## config.mk

```make
export PLATFORM = sky130hd
export DESIGN_NAME = rgb_segment_ema_smoother_top
export DESIGN_NICKNAME = d
export VERILOG_FILES = /design/src/sv/rgbema_pkg.sv /design/src/sv/rgbema_blend.sv /design/src/sv/rgb_segment_ema_smoother_top.sv
export SDC_FILE = /design/constraint.sdc
export NUM_CORES = 2
export LEC_CHECK = 0
export ABC_CLOCK_PERIOD_IN_PS = 20400
export BUFFER_PORTS_ARGS = -buffer_cell sky130_fd_sc_hd__buf_2
export CAP_MARGIN = 10
export CELL_PAD_IN_SITES_DETAIL_PLACEMENT = 2
export CELL_PAD_IN_SITES_GLOBAL_PLACEMENT = 2
export CORE_ASPECT_RATIO = 1.4
export CORE_MARGIN = 2
export CORE_UTILIZATION = 44
export CTS_CLUSTER_SIZE = 8
export DETAILED_ROUTE_END_ITERATION = 8
export MAX_ROUTING_LAYER = met4
export PLACE_DENSITY_LB_ADDON = 0.1
export SYNTH_ARGS = -nofsm -noshare
export SYNTH_HDL_FRONTEND = slang
export SYNTH_HIERARCHICAL = 1
export SYNTH_SLANG_ARGS = --single-unit
export TNS_END_PERCENT = 5
```

## constraint.sdc

```tcl
create_clock -name clk -period 20.4 [get_ports clk]
set_input_delay 2.04 -clock clk [delete_from_list [all_inputs] [get_ports clk]]
set_output_delay 2.04 -clock clk [all_outputs]
set_load 0.01 [all_outputs]
```

## src/sv/rgbema_pkg.sv

```systemverilog
// rgbema_pkg: shared types and constants for the rgb segment ema smoother
// no dependencies; imported by rgbema_blend and rgb_segment_ema_smoother_top
package rgbema_pkg;

	localparam int BYTE_W    = 8;
	localparam int SEG_W     = 4;
	localparam int CHANNELS  = 3;
	localparam int WEIGHT_W  = 9;
	localparam int TDATA_W   = 32;
	localparam int TDATA_PAD = TDATA_W - SEG_W - CHANNELS * BYTE_W;

	localparam logic [WEIGHT_W-1:0] WEIGHT_MIN   = 9'd13;
	localparam logic [WEIGHT_W-1:0] WEIGHT_MAX   = 9'd256;
	localparam logic [WEIGHT_W-1:0] WEIGHT_RESET = 9'd77;

	typedef logic [CHANNELS-1:0][BYTE_W-1:0] rgb_t;

	typedef struct packed {
		logic             restart;
		logic [SEG_W-1:0] seg;
		rgb_t             rgb;
	} item_t;

	function automatic logic [WEIGHT_W-1:0] clamp_weight(input logic [WEIGHT_W-1:0] w);
		logic [WEIGHT_W-1:0] r;
		r = w;
		if (w < WEIGHT_MIN) begin
			r = WEIGHT_MIN;
		end else if (w > WEIGHT_MAX) begin
			r = WEIGHT_MAX;
		end
		return r;
	endfunction

endpackage

```

## src/sv/rgbema_blend.sv

```systemverilog
// rgbema_blend: one color channel of the ema update and the byte rounding
// depends on rgbema_pkg
module rgbema_blend #(
	parameter int FRAC_BITS = 8
) (
	input  logic [rgbema_pkg::BYTE_W+FRAC_BITS-1:0] avg_old,
	input  logic [rgbema_pkg::BYTE_W-1:0]           sample,
	input  logic [rgbema_pkg::WEIGHT_W-1:0]         weight,
	input  logic                                    copy,
	output logic [rgbema_pkg::BYTE_W+FRAC_BITS-1:0] avg_new,
	output logic [rgbema_pkg::BYTE_W-1:0]           byte_out
);
	import rgbema_pkg::*;

	localparam int AW = BYTE_W + FRAC_BITS;
	localparam int PW = AW + WEIGHT_W + 2;

	logic [AW-1:0]        fresh;
	logic signed [AW:0]   diff;
	logic signed [PW-1:0] prod;
	logic signed [PW-1:0] sum;
	logic [AW:0]          rnd;

	// old + floor(a * (fresh - old) / 256)
	assign fresh = {sample, {FRAC_BITS{1'b0}}};
	assign diff  = $signed({1'b0, fresh}) - $signed({1'b0, avg_old});
	assign prod  = $signed({1'b0, weight}) * diff;
	assign sum   = $signed({{(PW-AW){1'b0}}, avg_old}) + (prod >>> 8);

	assign avg_new = copy ? fresh : sum[AW-1:0];

	// round half up, saturate to a byte
	assign rnd = {1'b0, avg_new} + ((AW+1)'(1) << (FRAC_BITS - 1));
	assign byte_out = rnd[AW] ? {BYTE_W{1'b1}} : rnd[FRAC_BITS+BYTE_W-1:FRAC_BITS];

endmodule

```

## src/sv/rgb_segment_ema_smoother_top.sv

```systemverilog
// rgb_segment_ema_smoother_top: per segment rgb ema smoother, stream in and out
// depends on rgbema_pkg and rgbema_blend
//
// usage:
//   s_tdata carries one segment sample per transfer, s_tuser the restart flag.
//   m_tdata returns that segment's smoothed color (raw if seg >= SEGMENTS), one transfer per input.
//   cfg_wen/cfg_wdata write the new-sample weight in 1/256 units; the value is
//   clamped to 13..256. write only while no transfer is in flight.
// path: each input transfer is held in the input register, then passes through
//   the blend logic into the output register, which drives m_tvalid.
// throughput: one transfer per cycle unless m_tready stalls; the averages are read and
//   written back in the same cycle, so a segment may repeat on consecutive transfers.
// reset: all averages clear to zero, the weight returns to 77 and the first
//   full frame (up to the last segment) copies samples straight in.
// stall: when m_tready is low the result holds in the output register, one
//   more item waits in the input register, then s_tready drops.
module rgb_segment_ema_smoother_top #(
	parameter int SEGMENTS  = 10,
	parameter int FRAC_BITS = 8
) (
	input  logic                             clk,
	input  logic                             arst_n,
	input  logic                             s_tvalid,
	output logic                             s_tready,
	input  logic [rgbema_pkg::TDATA_W-1:0]   s_tdata,  // segment, red_in, green_in, blue_in
	input  logic                             s_tuser,  // restart
	output logic                             m_tvalid,
	input  logic                             m_tready,
	output logic [rgbema_pkg::TDATA_W-1:0]   m_tdata,  // segment_out, red_out, green_out, blue_out
	input  logic                             cfg_wen,
	input  logic [rgbema_pkg::WEIGHT_W-1:0]  cfg_wdata
);
	import rgbema_pkg::*;

	localparam int AW    = BYTE_W + FRAC_BITS;
	localparam int IDX_W = (SEGMENTS > 1) ? $clog2(SEGMENTS) : 1;

	logic [WEIGHT_W-1:0] weight_q;
	logic                primed_q;
	logic [AW-1:0]       avg_q [CHANNELS][SEGMENTS];

	item_t               item_s1;
	logic                valid_s1;
	logic                valid_s2;
	logic [SEG_W-1:0]    seg_s2;
	rgb_t                rgb_s2;

	logic                advance;
	logic                seg_ok;
	logic                seg_last;
	logic                copy;
	logic [IDX_W-1:0]    idx;
	logic [AW-1:0]       avg_old [CHANNELS];
	logic [AW-1:0]       avg_new [CHANNELS];
	rgb_t                byte_new;
	rgb_t                rgb_res;

	assign advance  = !valid_s2 || m_tready;
	assign s_tready = !valid_s1 || advance;
	assign m_tvalid = valid_s2;
	assign m_tdata  = {{TDATA_PAD{1'b0}}, rgb_s2, seg_s2};

	assign seg_ok   = {3'b000, item_s1.seg} < 7'(SEGMENTS);
	assign seg_last = {3'b000, item_s1.seg} == 7'(SEGMENTS - 1);
	assign copy     = !primed_q || item_s1.restart;
	assign idx      = IDX_W'(item_s1.seg);

	for (genvar ch = 0; ch < CHANNELS; ch++) begin : g_ch
		assign avg_old[ch] = seg_ok ? avg_q[ch][idx] : '0;

		rgbema_blend #(
			.FRAC_BITS(FRAC_BITS)
		) u_blend (
			.avg_old  (avg_old[ch]),
			.sample   (item_s1.rgb[ch]),
			.weight   (weight_q),
			.copy     (copy),
			.avg_new  (avg_new[ch]),
			.byte_out (byte_new[ch])
		);
	end

	assign rgb_res = seg_ok ? byte_new : item_s1.rgb;

	// config register
	always_ff @(posedge clk or negedge arst_n) begin
		if (!arst_n) begin
			weight_q <= WEIGHT_RESET;
		end else if (cfg_wen) begin
			weight_q <= clamp_weight(cfg_wdata);
		end
	end

	// control: pipeline valids and primed flag
	always_ff @(posedge clk or negedge arst_n) begin
		if (!arst_n) begin
			valid_s1 <= 1'b0;
			valid_s2 <= 1'b0;
			primed_q <= 1'b0;
		end else begin
			if (s_tready) begin
				valid_s1 <= s_tvalid;
			end
			if (advance) begin
				valid_s2 <= valid_s1;
				if (valid_s1) begin
					primed_q <= (primed_q && !item_s1.restart) || (seg_ok && seg_last);
				end
			end
		end
	end

	// segment averages
	always_ff @(posedge clk or negedge arst_n) begin
		if (!arst_n) begin
			for (int c = 0; c < CHANNELS; c++) begin
				for (int s = 0; s < SEGMENTS; s++) begin
					avg_q[c][s] <= '0;
				end
			end
		end else if (advance && valid_s1 && seg_ok) begin
			for (int c = 0; c < CHANNELS; c++) begin
				avg_q[c][idx] <= avg_new[c];
			end
		end
	end

	// payload registers
	always_ff @(posedge clk) begin
		if (s_tready && s_tvalid) begin
			item_s1.restart <= s_tuser;
			item_s1.seg     <= s_tdata[SEG_W-1:0];
			item_s1.rgb     <= s_tdata[SEG_W+CHANNELS*BYTE_W-1:SEG_W];
		end
		if (advance && valid_s1) begin
			seg_s2 <= item_s1.seg;
			rgb_s2 <= rgb_res;
		end
	end

endmodule

```

==> results.py <==
metrics = {
    "detailed_routing": {
        "dr.pass1.iters": 4,
        "vias_per_cell": 5.63,
        "antenna_left": 0,
        "wl_per_cell_um": 24.5,
        "drc": 0,
        "drt_iter0_drc": 1144,
        "totalWireLength_um": 133000,
        "vias": 30500,
    },
    "cts": {
        "clockBufferDepth": 3,
        "clock_sinks": 549,
        "cts_tree": "done",
        "cts_root_buffer": "clkbuf_16",
        "cts_made_buffers": 80,
        "cts-htree-levels": 3,
        "post_cts_resized": 0,
        "post_cts_buffers": 0,
        "clk_pin_slew_ns": 0.05,
        "ctsHoldBuffers": 0,
        "insertion_delay_ns": 0.67,
    },
    "timing": {
        "finalClockSkew_ns": 0.0495,
        "tightest_slew_ns": 1.22,
        "timing.fmax_mhz": 72.7,
        "fin_tns_setup_ns": 0,
        "setup_violations": 0,
        "min_period_ns": 13.75,
        "rsz0062_at_grt": "no",
        "relSlewSlack_pct": 17.9,
        "timing.final.crit_share_pct": 67.4,
        "slew_violations": 0,
        "hold_violations": 0,
    },
    "yosys": {
        "synthDistinctLibCells": 96,
        "yosysSeqAreaShare_pct": 32.0,
        "synth_top_cells_by_area": "dfrtp_1 28%, fa_1 16%, mux2_2 12%, ha_1 6.5%, mux2i_1 5.6%",
        "synth_top_area_cell": "dfrtp_1",
        "synthArstFlopShare_pct": 89.6,
        "syn_avg_cell_area_um2": 10.8,
        "syn_area_um2": 43800,
        "yosys.area.top_type_share_pct": 27.9,
        "yosys_warnings": 6,
        "ys_seq_elements": 549,
        "synth-edff-count": 57,
        "synth_flop_cell": "dfrtp_1",
        "syn_inst": 4068,
    },
    "grt": {
        "antenna_found_initial": 1,
        "grt_pass1_vias": 35800,
        "grt-ovfl-total": 0,
        "grt_usage_pct": 27.4,
        "grt_pass1_wl_um": 210000,
        "grt_max_degree": 124,
    },
    "finish": {
        "layout_commonest_cell": "inv_1",
        "antennaDiodeCount": 0,
        "final_cell_mix": "489 x inv_1, 486 x dfrtp_1, 477 x mux2_2",
        "layout-drive-gt1-share_pct": 19.5,
        "final_cells": 5417,
        "syn2layout_area_growth_pct": 9.14,
        "seq_area_um2": 14000,
        "fin_nets": 4709,
        "multiInputGateArea_um2": 27100,
        "num-fill-cells": 9957,
    },
    "setup_path": {
        "crit_slowest_cell": "edfxtp_1",
        "slowest_delay_ns": 0.81,
        "path_class": "register to register",
        "endpoint_kind": "register",
        "path_max_fanout": 123,
        "arrival_ns": 14.17,
        "critPathLaunchType": "register",
        "required_ns": 20.82,
    },
    "floorplanning": {
        "initial_utilization_pct": 44.5,
        "rows": 136,
        "die_y_um": 377,
        "coreArea_um2": 98500,
        "design.die.area_um2": 102000,
        "top_level_ports": 81,
        "die_w_um": 271,
    },
    "status": {
        "status": "finished, final reports clean",
    },
    "flow_run": {
        "drv_cap": 0,
    },
    "placement": {
        "dpl.hpwl_um": 90000,
        "portBuffers": 72,
        "gp_congestion": 0.801,
        "dpl.cell_count": 5309,
    },
    "worst_hold_path": {
        "min_path_type": "register to register",
    },
}
[worst paths after layout]
check	startpoint	end	slack, ns	cells past startpoint
max	idx[0]	m_tdata[11]	6.65	41
min	avg_q[250]	avg_q[250]	0.50	1
max reg2reg	idx[0]	m_tdata[11]	6.65	41
min reg2reg	avg_q[250]	avg_q[250]	0.50	1
max in group asynchronous	arst_n	avg_q[175]	16.77	3
min in group asynchronous	arst_n	avg_q[389]	1.38	1
[final cells by class]
cell class | instances | share of cell area [%]
Multi-Input combinational cell | 2816 | 56.6
Tap cell | 1311 | 3.43
Timing Repair Buffer | 146 | 1.96
Clock inverter | 9 | 0.440
Sequential cell | 549 | 29.3
Inverter | 490 | 3.85
Clock buffer | 96 | 4.35
[synth_stat cells, types with 31 or more instances]
library cell	count
inv_1	490
dfrtp_1	488
mux2_2	477
nand2_1	387
fa_1	351
mux2i_1	247
ha_1	228
and2_1	198
nor2_1	104
xnor2_1	102
a22oi_1	96
clkbuf_1	77
a21oi_1	70
buf_2	67
buf_1	57
edfxtp_1	57
xor2_1	50
o22ai_1	49
o21ai_0	46
nor3_1	37
a21o_1	36
o21a_1	31
[worst max-delay path: cells and delay by family, from the launching register on]
kind                     cells  cell delay (ns)
AND/OR/NAND/NOR             10             1.92
buffers and inverters        7             2.49
adder cells (fa/ha/maj)      8             3.25
flip-flops                   1             0.81
multiplexers                 2             0.50
XOR/XNOR                     2             0.95
AO/OA/AOI/OAI               12             3.45
[kinds of logic (layout without fill, tap and decap cells)]
kind of cell             Yosys count  count (layout)  synth area share (%)
AO/OA/AOI/OAI                    444             444                  7.05
multiplexers                     756             756                  18.9
AND/OR/NAND/NOR                  879             879                  9.90
flip-flops                       549             549                  32.0
XOR/XNOR                         154             154                  3.13
other                              1               4               0.00856
adder cells (fa/ha/maj)          579             579                  22.6
buffers and inverters            706             741                  6.42
[stage by stage]
stage / utilization [%] / setup slack (ns) / hold WS, ns / cell area [um2]
floorplan: - / 9.87 / 0.421 / 43800
global placement: 46.2 / 6.76 / 0.473 / 45500
detailed placement: 46.2 / 6.54 / 0.482 / 45500
CTS: 48.5 / 6.41 / 0.497 / 47800
global route: 48.5 / 5.56 / 0.513 / 47800
finish: 48.5 / 6.65 / 0.496 / 47800
[per-layer routing]
layer | up-vias | routed length (um) | track usage (%)
li1 | 13600 | - | -
met1 | 16400 | 53600 | 31.3
met4 | 0 | 3600 | 7.75
met3 | 203 | 2980 | 2.55
met5 | - | 0 | -
met2 | 376 | 72400 | 50.9
[state kept, by name (all words and copies together), names as in the netlist]
register  flops
avg_q       480
item_s1      25
m_tdata      24
weight_q      9
idx           4
seg_s2        4
m_tvalid      1
primed_q      1
valid_s1      1
Power is left out: the tool's default activity adds up to more than one toggle a clock period on the data nets, which glitch-free logic cannot reach.
